**src/rtl/csvfst_pkg.sv**
```systemverilog
// ----------------------------------------------------------------------------
// csvfst_pkg
// Shared types, constants and byte classifiers for the csv field splitter.
// ----------------------------------------------------------------------------
package csvfst_pkg;

  typedef logic [7:0] byte_t;

  // register map, word index
  localparam logic REG_DELIMITER = 1'b0;

  localparam byte_t DELIM_RESET  = 8'd44;
  localparam byte_t QUOTE_DOUBLE = 8'h22;
  localparam byte_t QUOTE_SINGLE = 8'h27;

  // input item codes
  localparam logic OP_DATA    = 1'b0;
  localparam logic OP_ROW_END = 1'b1;

  function automatic logic is_blank(input byte_t b);
    is_blank = ((b >= 8'd9) && (b <= 8'd13)) || (b == 8'd32);
  endfunction

  function automatic logic is_quote(input byte_t b);
    is_quote = (b == QUOTE_DOUBLE) || (b == QUOTE_SINGLE);
  endfunction

endpackage

```
**src/rtl/csv_field_splitter_trim_unit.sv**
```systemverilog
// ----------------------------------------------------------------------------
// csv_field_splitter_trim_unit
// Splits a streamed text row at a delimiter byte and reports each field as
// a trimmed view (offset, length) into the row, quotes stripped from ends.
// ----------------------------------------------------------------------------
//  channel  direction  handshake          payload
//  in_      input      in_valid/in_stall  in_op, in_data_byte
//  out_     output     out_valid/out_stall out_field_offset, out_field_length,
//                                          out_field_number, out_row_last,
//                                          out_field_overflow
//  cfg      apb        psel/penable/pready paddr, pwrite, pwdata, prdata
//
// a data byte is taken while idle; a delimiter or row end runs its end-pair
// compares (pairs stripped, plus one when the last compare fails), each a
// store read and a compare of the two ends, before the field is finished.
// in_stall is high while a field is closed, and stays high while a full
// output register is stalled. a finished field sits in the output register
// while the next byte is taken.
// rst_n is synchronous, active low; the field store needs no clearing.
// ----------------------------------------------------------------------------
module csv_field_splitter_trim_unit #(
  parameter int FIELD_DEPTH = 256,
  parameter int ROW_LIMIT   = 65536
) (
  input  logic               clk,
  input  logic               rst_n,

  input  logic               in_valid,
  output logic               in_stall,
  input  logic               in_op,
  input  csvfst_pkg::byte_t  in_data_byte,

  output logic               out_valid,
  input  logic               out_stall,
  output logic [15:0]        out_field_offset,
  output logic [15:0]        out_field_length,
  output logic [7:0]         out_field_number,
  output logic               out_row_last,
  output logic               out_field_overflow,

  input  logic               psel,
  input  logic               penable,
  input  logic               pwrite,
  input  logic [2:0]         paddr,
  input  logic [31:0]        pwdata,
  output logic [31:0]        prdata,
  output logic               pready
);

  import csvfst_pkg::*;

  localparam int ADDR_W = (FIELD_DEPTH > 1) ? $clog2(FIELD_DEPTH) : 1;
  localparam int FILL_W = $clog2(FIELD_DEPTH + 1);
  localparam int POS_W  = $clog2(ROW_LIMIT + 1);

  localparam logic [1:0] ST_IDLE = 2'd0;
  localparam logic [1:0] ST_READ = 2'd1;
  localparam logic [1:0] ST_CMP  = 2'd2;
  localparam logic [1:0] ST_FIN  = 2'd3;

  // field store and its registered read ports
  byte_t              mem [FIELD_DEPTH];
  byte_t              rd_a_r;
  byte_t              rd_b_r;
  logic               mem_we;

  logic [1:0]         state_r, state_nxt;
  byte_t              delim_r;
  logic [FILL_W-1:0]  fill_r, fill_nxt;
  logic [POS_W-1:0]   pos_r, pos_nxt;
  logic [POS_W-1:0]   begin_r, begin_nxt;
  logic [POS_W-1:0]   first_r, first_nxt;
  logic [POS_W-1:0]   last_r, last_nxt;
  logic               seen_r, seen_nxt;
  logic               over_r, over_nxt;
  logic [7:0]         count_r, count_nxt;
  logic               row_end_r, row_end_nxt;

  logic [ADDR_W-1:0]  s_r, s_nxt;
  logic [ADDR_W-1:0]  e_r, e_nxt;
  logic [POS_W-1:0]   len_r, len_nxt;

  logic               out_valid_r, out_valid_nxt;
  logic [POS_W-1:0]   out_off_r, out_off_nxt;
  logic [POS_W-1:0]   out_len_r, out_len_nxt;
  logic [7:0]         out_num_r, out_num_nxt;
  logic               out_last_r, out_last_nxt;
  logic               out_ovf_r, out_ovf_nxt;

  logic               in_xfer;
  logic               limited;
  logic               cfg_write;
  logic [POS_W-1:0]   s_init;
  logic [POS_W-1:0]   e_init;
  logic [31:0]        s_row;
  logic [31:0]        off_ext;
  logic [31:0]        len_ext;

  assign in_stall  = (state_r != ST_IDLE);
  assign in_xfer   = in_valid && !in_stall;
  assign limited   = (pos_r >= POS_W'(ROW_LIMIT));
  assign cfg_write = psel && penable && pwrite && (paddr[2] == REG_DELIMITER);

  assign pready = 1'b1;
  assign prdata = (paddr[2] == REG_DELIMITER) ? {24'd0, delim_r} : 32'd0;

  assign s_init = first_r - begin_r;
  assign e_init = last_r - begin_r;
  assign s_row  = 32'(begin_r) + 32'(s_r);

  always_comb begin
    state_nxt     = state_r;
    fill_nxt      = fill_r;
    pos_nxt       = pos_r;
    begin_nxt     = begin_r;
    first_nxt     = first_r;
    last_nxt      = last_r;
    seen_nxt      = seen_r;
    over_nxt      = over_r;
    count_nxt     = count_r;
    row_end_nxt   = row_end_r;
    s_nxt         = s_r;
    e_nxt         = e_r;
    len_nxt       = len_r;
    out_valid_nxt = out_valid_r;
    out_off_nxt   = out_off_r;
    out_len_nxt   = out_len_r;
    out_num_nxt   = out_num_r;
    out_last_nxt  = out_last_r;
    out_ovf_nxt   = out_ovf_r;
    mem_we        = 1'b0;

    if (out_valid_r && !out_stall) begin
      out_valid_nxt = 1'b0;
    end

    case (state_r)
      ST_IDLE: begin
        if (in_xfer) begin
          if ((in_op == OP_ROW_END) || (!limited && (in_data_byte == delim_r))) begin
            // close the field: set up the quote strip window
            row_end_nxt = (in_op == OP_ROW_END);
            s_nxt       = ADDR_W'(32'(s_init));
            e_nxt       = ADDR_W'(32'(e_init));
            len_nxt     = last_r - first_r + POS_W'(1);
            if (seen_r && !over_r && ((last_r - first_r) != '0)) begin
              state_nxt = ST_READ;
            end else begin
              state_nxt = ST_FIN;
            end
          end else if (!limited) begin
            if (fill_r < FILL_W'(FIELD_DEPTH)) begin
              mem_we   = 1'b1;
              fill_nxt = fill_r + FILL_W'(1);
            end else begin
              over_nxt = 1'b1;
            end
            if (!is_blank(in_data_byte)) begin
              if (!seen_r) begin
                first_nxt = pos_r;
                seen_nxt  = 1'b1;
              end
              last_nxt = pos_r;
            end
            pos_nxt = pos_r + POS_W'(1);
          end
        end
      end
      ST_READ: begin
        state_nxt = ST_CMP;
      end
      ST_CMP: begin
        if ((rd_a_r == rd_b_r) && is_quote(rd_a_r)) begin
          s_nxt   = s_r + ADDR_W'(1);
          e_nxt   = e_r - ADDR_W'(1);
          len_nxt = len_r - POS_W'(2);
          if (len_r >= POS_W'(4)) begin
            state_nxt = ST_READ;
          end else begin
            state_nxt = ST_FIN;
          end
        end else begin
          state_nxt = ST_FIN;
        end
      end
      ST_FIN: begin
        if (!out_valid_r || !out_stall) begin
          out_valid_nxt = 1'b1;
          if (seen_r) begin
            out_off_nxt = over_r ? first_r : s_row[POS_W-1:0];
            out_len_nxt = len_r;
          end else begin
            out_off_nxt = pos_r;
            out_len_nxt = '0;
          end
          out_num_nxt  = count_r;
          out_last_nxt = row_end_r;
          out_ovf_nxt  = over_r;
          if (row_end_r) begin
            count_nxt = '0;
            pos_nxt   = '0;
            begin_nxt = '0;
          end else begin
            count_nxt = (count_r != 8'd255) ? count_r + 8'd1 : count_r;
            pos_nxt   = pos_r + POS_W'(1);
            begin_nxt = pos_r + POS_W'(1);
          end
          fill_nxt  = '0;
          first_nxt = '0;
          last_nxt  = '0;
          seen_nxt  = 1'b0;
          over_nxt  = 1'b0;
          state_nxt = ST_IDLE;
        end
      end
      default: begin
        state_nxt = ST_IDLE;
      end
    endcase
  end

  always_ff @(posedge clk) begin
    if (!rst_n) begin
      state_r     <= ST_IDLE;
      delim_r     <= DELIM_RESET;
      fill_r      <= '0;
      pos_r       <= '0;
      begin_r     <= '0;
      first_r     <= '0;
      last_r      <= '0;
      seen_r      <= 1'b0;
      over_r      <= 1'b0;
      count_r     <= '0;
      row_end_r   <= 1'b0;
      out_valid_r <= 1'b0;
    end else begin
      state_r     <= state_nxt;
      if (cfg_write) begin
        delim_r <= pwdata[7:0];
      end
      fill_r      <= fill_nxt;
      pos_r       <= pos_nxt;
      begin_r     <= begin_nxt;
      first_r     <= first_nxt;
      last_r      <= last_nxt;
      seen_r      <= seen_nxt;
      over_r      <= over_nxt;
      count_r     <= count_nxt;
      row_end_r   <= row_end_nxt;
      out_valid_r <= out_valid_nxt;
    end
  end

  // payload registers, no reset
  always_ff @(posedge clk) begin
    s_r        <= s_nxt;
    e_r        <= e_nxt;
    len_r      <= len_nxt;
    out_off_r  <= out_off_nxt;
    out_len_r  <= out_len_nxt;
    out_num_r  <= out_num_nxt;
    out_last_r <= out_last_nxt;
    out_ovf_r  <= out_ovf_nxt;
  end

  always_ff @(posedge clk) begin
    if (mem_we) begin
      mem[fill_r[ADDR_W-1:0]] <= in_data_byte;
    end
    rd_a_r <= mem[s_r];
    rd_b_r <= mem[e_r];
  end

  assign off_ext = 32'(out_off_r);
  assign len_ext = 32'(out_len_r);

  assign out_valid          = out_valid_r;
  assign out_field_offset   = off_ext[15:0];
  assign out_field_length   = len_ext[15:0];
  assign out_field_number   = out_num_r;
  assign out_row_last       = out_last_r;
  assign out_field_overflow = out_ovf_r;

endmodule

```
**config.mk**
```make
export PLATFORM = sky130hd
export DESIGN_NAME = csv_field_splitter_trim_unit
export DESIGN_NICKNAME = d
export VERILOG_FILES = /design/src/rtl/csvfst_pkg.sv /design/src/rtl/csv_field_splitter_trim_unit.sv
export SDC_FILE = /design/constraint.sdc
export NUM_CORES = 2
export LEC_CHECK = 0
export BUFFER_PORTS_ARGS = -buffer_cell sky130_fd_sc_hd__buf_4
export CORE_UTILIZATION = 50
export DETAILED_ROUTE_END_ITERATION = 6
export GPL_ROUTABILITY_DRIVEN = 0
export HOLD_SLACK_MARGIN = 0.03
export PLACE_DENSITY_LB_ADDON = 0.05
export SETUP_SLACK_MARGIN = 0.15
export SYNTH_ARGS = -nofsm -noshare
export SYNTH_HDL_FRONTEND = slang
export SYNTH_SLANG_ARGS = --single-unit
export TNS_END_PERCENT = 30
```
**constraint.sdc**
```tcl
create_clock -name clk -period 4.6 [get_ports clk]
set_clock_uncertainty 0.2 [all_clocks]
set_input_delay 0 -clock clk [delete_from_list [all_inputs] [get_ports clk]]
set_output_delay 0 -clock clk [all_outputs]
set_load 0.02 [all_outputs]
```
# Word-level counts from Yosys, hierarchy flattened
# Memories as Yosys holds them, arrays and structs flattened. A register that Yosys moved wholly into a read port is not among the register bits.
# Index checks and enable logic that the tools add are counted.
[op_classes] addsub=11 order_cmp=5 eq_ne=19 muxes=69 bitwise_logic=1 n_reduce_logical=35
[op_table] cell="$mux W17" count=18
[op_table] cell="$pmux W17 S2" count=4
[op_table] cell="$mux W8" count=9
[op_table] cell="$mux W9" count=5
[op_table] cell="$add A17 B1 Y17 const B" count=2
[op_table] cell="$mux W16" count=2
[op_table] cell="$pmux W8 S2" count=2
[op_table] cell="$eq A8 B6 Y1 const B" count=3
[op_table] cell="$ne A2 B2 Y1 const B" count=10
[op_table] cell="$mux W1" count=19
[op_table] cell="$pmux W9 S2" count=1
[op_table] cell="$reduce_and A6 Y1" count=3
[op_table] cell="$ge A17 B17 Y1 const B" count=1
[op_table] cell="$ge A17 B3 Y1 const B" count=1
[op_table] cell="$reduce_bool A17 Y1" count=1
[op_table] cell="$sub A17 B17 Y17" count=1
[op_table] cell="$sub A17 B2 Y17 const B" count=1
[op_table] cell="$add A16 B8 Y16" count=1
[op_table] cell="$add A8 B1 Y8 const B" count=2
[op_table] cell="$eq A8 B8 Y1" count=2
[op_table] cell="$sub A8 B8 Y8" count=2
[op_table] cell="$mux W2" count=6
[op_table] cell="$logic_and A1 B1 Y1" count=10
[op_table] cell="$add A9 B1 Y9 const B" count=1
[op_table] cell="other kinds (19)" count=33
[word_totals] reg_bits=173 mem_bits_rw=2048 inputBits=51 out_inout_bits=77 elab_cells=161 n_memories=1
[mem_list] name="mem" depth=256 word_bits=8 rd=2 rd_ports_with_merged_regs=2 wr=1 line="csv_field_splitter_trim_unit.sv:62" rtl="byte_t mem [FIELD_DEPTH];"

# Longest topological paths before layout
[logic_depth] ltp_word=9 depth_mapped=13 mapped_depth_nobuf=13

# Least setup slack after synthesis
# No wires, ideal clock.
[synth_path] kind="register to register" startpoint="register first_r[0]" endpoint="register len_r[14], data pin" setup_time_ns=0.152 arrival_ns=3.111 t_required_ns=4.248 path_slack_ns=1.137 path_stages_with_launch=12 path_buffers=0 period_less_slack_ns=3.463 path_cell_list="dfxtp_1 > ha_1 > inv_1 > fa_1 > a211oi_1 > nor2_1 > xnor2_1 > nor4_1 > nand2_1 > or3_1 > or3_1 > a31oi_1"
[synth_via] elab_chain_cells=5
[synth_rtl] item="start: declaration" line="csv_field_splitter_trim_unit.sv:72" rtl="logic [POS_W-1:0] first_r, first_nxt;"
[synth_rtl] item="start signal: assignment" line="csv_field_splitter_trim_unit.sv:244" rtl="first_r <= first_nxt;"
[synth_rtl] item="$sub A17 B17 Y17" line="csv_field_splitter_trim_unit.sv:145" rtl="len_nxt = last_r - first_r + POS_W'(1);"
[synth_rtl] item="$add A17 B1 Y17" line="csv_field_splitter_trim_unit.sv:145"
[synth_rtl] item="$mux W17" line="csv_field_splitter_trim_unit.sv:140" rtl="if ((in_op == OP_ROW_END) || (!limited && (in_data_byte == delim_r))) begin"
[synth_rtl] item="$mux W17" line="csv_field_splitter_trim_unit.sv:139" rtl="if (in_xfer) begin"
[synth_rtl] item="$pmux W17 S2" line="csv_field_splitter_trim_unit.sv:137" rtl="case (state_r)"
[synth_rtl] item="via len_nxt[14]" line="csv_field_splitter_trim_unit.sv:81" rtl="logic [POS_W-1:0] len_r, len_nxt;"
[synth_rtl] item="end signal: assignment" line="csv_field_splitter_trim_unit.sv:258" rtl="len_r <= len_nxt;"
[synth_rtl] item="end: declaration" line="csv_field_splitter_trim_unit.sv:81"
# The timed path passes the listed nets, and every way through them passes these cells. The select of a mux whose other input is x is not followed.
# A chain may end at the register's enable or synchronous reset.

# Final worst setup path
[layout_path] startpoint="input port in_data_byte[0]" endpoint="memory mem[206][3] (netlist name), enable pin"
[layout_via] elab_chain_cells=8
[layout_rtl] item="start: declaration" line="csv_field_splitter_trim_unit.sv:31" rtl="input csvfst_pkg::byte_t in_data_byte,"
[layout_rtl] item="$eq A8 B8 Y1" line="csv_field_splitter_trim_unit.sv:140"
[layout_rtl] item="$logic_and A1 B1 Y1" line="csv_field_splitter_trim_unit.sv:140"
[layout_rtl] item="$logic_or A1 B1 Y1" line="csv_field_splitter_trim_unit.sv:140"
[layout_rtl] item="$mux W1" line="csv_field_splitter_trim_unit.sv:140"
[layout_rtl] item="$mux W1" line="csv_field_splitter_trim_unit.sv:139"
[layout_rtl] item="$mux W1" line="csv_field_splitter_trim_unit.sv:137"
[layout_rtl] item="$mux W1" line="csv_field_splitter_trim_unit.sv:267" rtl="if (mem_we) begin"
[layout_rtl] item="$mux W1 (implied by the code)" line="csv_field_splitter_trim_unit.sv:268" rtl="mem[fill_r[ADDR_W-1:0]] <= in_data_byte;"
[layout_rtl] item="end: declaration" line="csv_field_splitter_trim_unit.sv:62"
# Every way passes these cells.

==> results.json <==
{
  "powerDensity_nw_per_um2": 430,
  "ctsHoldBuffers": 68,
  "path_cells": "dlygate4sd3_1 > dlygate4sd3_1 > clkbuf_8 > xor2_1 > nor4_1 > a31o_2 > or4_1 > nor2_1 > nand2_1 > nor2_1",
  "tns_ns": 0,
  "layout_common_cells": "edfxtp_1, mux4_2, buf_4",
  "grt_pass1_vias": 57500,
  "p_leak_nw": 38.1,
  "synth_warnings": 0,
  "clock-sinks": 2237,
  "start_util_pct": 50.4,
  "grt_pass1_wl_microns": 424000,
  "synth_top_area_share_pct": 60.3,
  "grt_overflow": 0,
  "core_area_sq_um": 210000,
  "max_cap_viol_count": 0,
  "drc": 0,
  "crit_type": "input pin to flip-flop",
  "grt_usage_pct": 28.3,
  "num_vias": 56800,
  "relSlewSlack_pct": 8.49,
  "fin_util_pct": 57.4,
  "n_fill_cell": 15700,
  "netlist_area_sq_um": 106000,
  "synth_seq_area_share_pct": 62.5,
  "whs_ns": 0.139,
  "worstPathRequired_ns": 4.91,
  "clockBufferDepth": 3,
  "fmax_mhz": 244,
  "slowest_delay_ns": 0.83,
  "first_pass_iters": 6,
  "mostFrequentLayoutCell": "edfxtp_1",
  "ys_top_cells_by_area": "edfxtp_1, mux4_2, dfxtp_1, nor2_1, clkbuf_1",
  "synthToLayoutAreaGrowth_pct": 13.9,
  "synthCells": 5317,
  "initialDrtViolationCount": 6512,
  "cp_max_fo": 16,
  "synth.distinct_cells": 68,
  "ys.flop_type": "edfxtp_1",
  "synth-seq-cells": 2237,
  "die-area_sq_um": 213000,
  "cts_resized": 0,
  "setup_ws_ns": 0.508,
  "htree_levels": 4,
  "status": "complete, no violations",
  "arrival_ns": 4.41,
  "irDropWorstVdd_uv": 487,
  "synth_largest_area_cell": "edfxtp_1",
  "synth-edff-count": 2123,
  "dp_slack_ns": 0.554,
  "pin_count": 128,
  "die_h_microns": 462,
  "antenna_found_initial": 15,
  "worst_pin_slew_ns": 1.37,
  "cts_setup_buffers": 0,
  "clk_pin_slew_ns": 0.06,
  "grt_max_degree": 204,
  "finalHoldViolations": 0,
  "row_count": 168,
  "period_share_pct": 89.0,
  "cts_buffers": 230,
  "nets": 5812,
  "syn-mean-instance-area_sq_um": 19.9,
  "setup_viol_count_final": 0,
  "dp_hpwl_microns": 192000,
  "totalWireLength_microns": 296000,
  "hold_path.class": "input pin to flip-flop",
  "portBuffers": 76,
  "drive_gt1_share_pct": 37.2,
  "dpl_cell_area_sq_um": 112000,
  "final_design_area_no_fill_sq_um": 120000,
  "clockRootBuffer": "clkbuf_16",
  "slowest_stage": "nor2_1",
  "final-max-slew-violation-count": 0,
  "tritoncts": "built",
  "synthArstFlopShare_pct": 0,
  "post-route-min-period_ns": 4.09,
  "start_kind": "input pin",
  "die_w_microns": 462,
  "final_antenna_net_count": 0,
  "wl_per_cell_microns": 33.9,
  "clkLatencyLatePin_ns": 0.89,
  "vias_per_cell": 6.51,
  "grt_setup_unrepaired": "false",
  "endpoint_kind": "flip-flop"
}
## kinds of logic (layout without fill, tap and decap cells)
| kind of cell | count (synthesis) | after routing | share of synthesized area, % |
|---|---|---|---|
| xor gates and xnor gates | 112 | 112 | 0.928 |
| and+or+nand+nor | 788 | 788 | 3.40 |
| DFF | 2237 | 2237 | 62.5 |
| adders and majority gates | 55 | 55 | 0.680 |
| other | 2 | 28 | 0.00711 |
| buffers and inverters | 493 | 1060 | 2.05 |
| AOI/OAI and AO/OA | 274 | 274 | 1.73 |
| muxes | 1356 | 1356 | 28.7 |
## worst paths after layout
kind / endpoint / cells after the start / slack (ns) / from
max: mem[206][3]$_DFFE_PP_ / 10 / 0.51 / in_data_byte[0]
min reg2reg: out_field_number[5]$_DFFE_PP_ / 0 / 0.28 / count_r[5]$_SDFFE_PN0P_
max reg2reg: mem[206][3]$_DFFE_PP_ / 7 / 0.54 / delim_r[7]$_SDFFE_PN0P_
min: delim_r[0]$_SDFFE_PN0P_ / 5 / 0.14 / paddr[2]
## power breakdown
part,internal (mW),switching [mW],leakage [nW],total [mW]
clock,11.1,8.03,3.74,19.1
combinational,4.48,5.42,14.4,9.90
sequential,22.6,0.215,20.0,22.8
total,38.1,13.7,38.1,51.8
## cell type report
| class | instances | area [sq um] | area share, % |
|---|---|---|---|
| well taps | 2805 | 3510 | 2.92 |
| clock buffers | 293 | 6110 | 5.07 |
| flip-flops and latches | 2237 | 66000 | 54.9 |
| clock inverters | 140 | 1550 | 1.29 |
| repair buffers | 568 | 5350 | 4.44 |
| diodes | 3 | 7.51 | 0.00624 |
| inverters | 59 | 221 | 0.184 |
| multi-input cells | 2610 | 37600 | 31.2 |
## critical path: cells and delay by family
family	cells	cell delay, ns
AND/OR/NAND/NOR	5	2.65
buffers and inverters	3	1.28
AO/OA/AOI/OAI	1	0.28
XOR/XNOR	1	0.16
## per-layer routing
| layer | part of all wire (%) | vias to the layer above | wire length (microns) | GRT usage, % |
|---|---|---|---|---|
| met5 | 0.0091 | - | 27 | 0 |
| met4 | 2.6 | 4 | 7630 | 7.38 |
| met3 | 7.6 | 359 | 22600 | 4.60 |
| met2 | 48 | 2271 | 143000 | 44.8 |
| met1 | 41 | 30700 | 122000 | 41.2 |
| li1 | - | 23400 | - | - |
## synth_stat cells, types with 4 or more instances
library cell and instances:
nor4_1 13, a21oi_1 52, or3_1 9, clkbuf_1 254
and2_1 33, buf_6 9, dfxtp_1 114, o21ai_0 51
or4_1 7, and3_1 19, o31ai_1 6, fa_1 4
o21a_1 5, nor3_1 22, a2111oi_0 4, xnor2_1 46
inv_1 59, xor2_1 66, nand3_1 67, a21boi_0 40
a31oi_1 9, a21o_1 16, nand4_1 10, nor2b_1 48
mux4_2 1340, buf_2 107, buf_1 34, edfxtp_1 2123
a211oi_1 10, a22oi_1 42, mux2i_1 13, nand2b_1 25
nor3b_1 9, nand2_1 163, o211ai_1 9, nor2_1 348
buf_4 30, ha_1 51
## per-stage QoR
step | total power, mW | std cells
after floorplan | 29.4 | 5340
after global placement | 33.0 | 8211
after detailed placement | 33.1 | 8211
after CTS | 52.1 | 8712
after global routing | 53.3 | 8713
final | 51.8 | 8715
## sequential cells by signal, summed over array words and instances (netlist names), 2 cells and up
signal,cells
out_off_r,16
e_r,8
begin_r,16
delim_r,8
mem,2048
s_r,8
state_r,2
rd_a_r,8
pos_r,17
len_r,17
last_r,17
out_len_r,16
count_r,8
first_r,17
rd_b_r,8
fill_r,9
out_field_number,8
(Power assumes the default switching activity.)
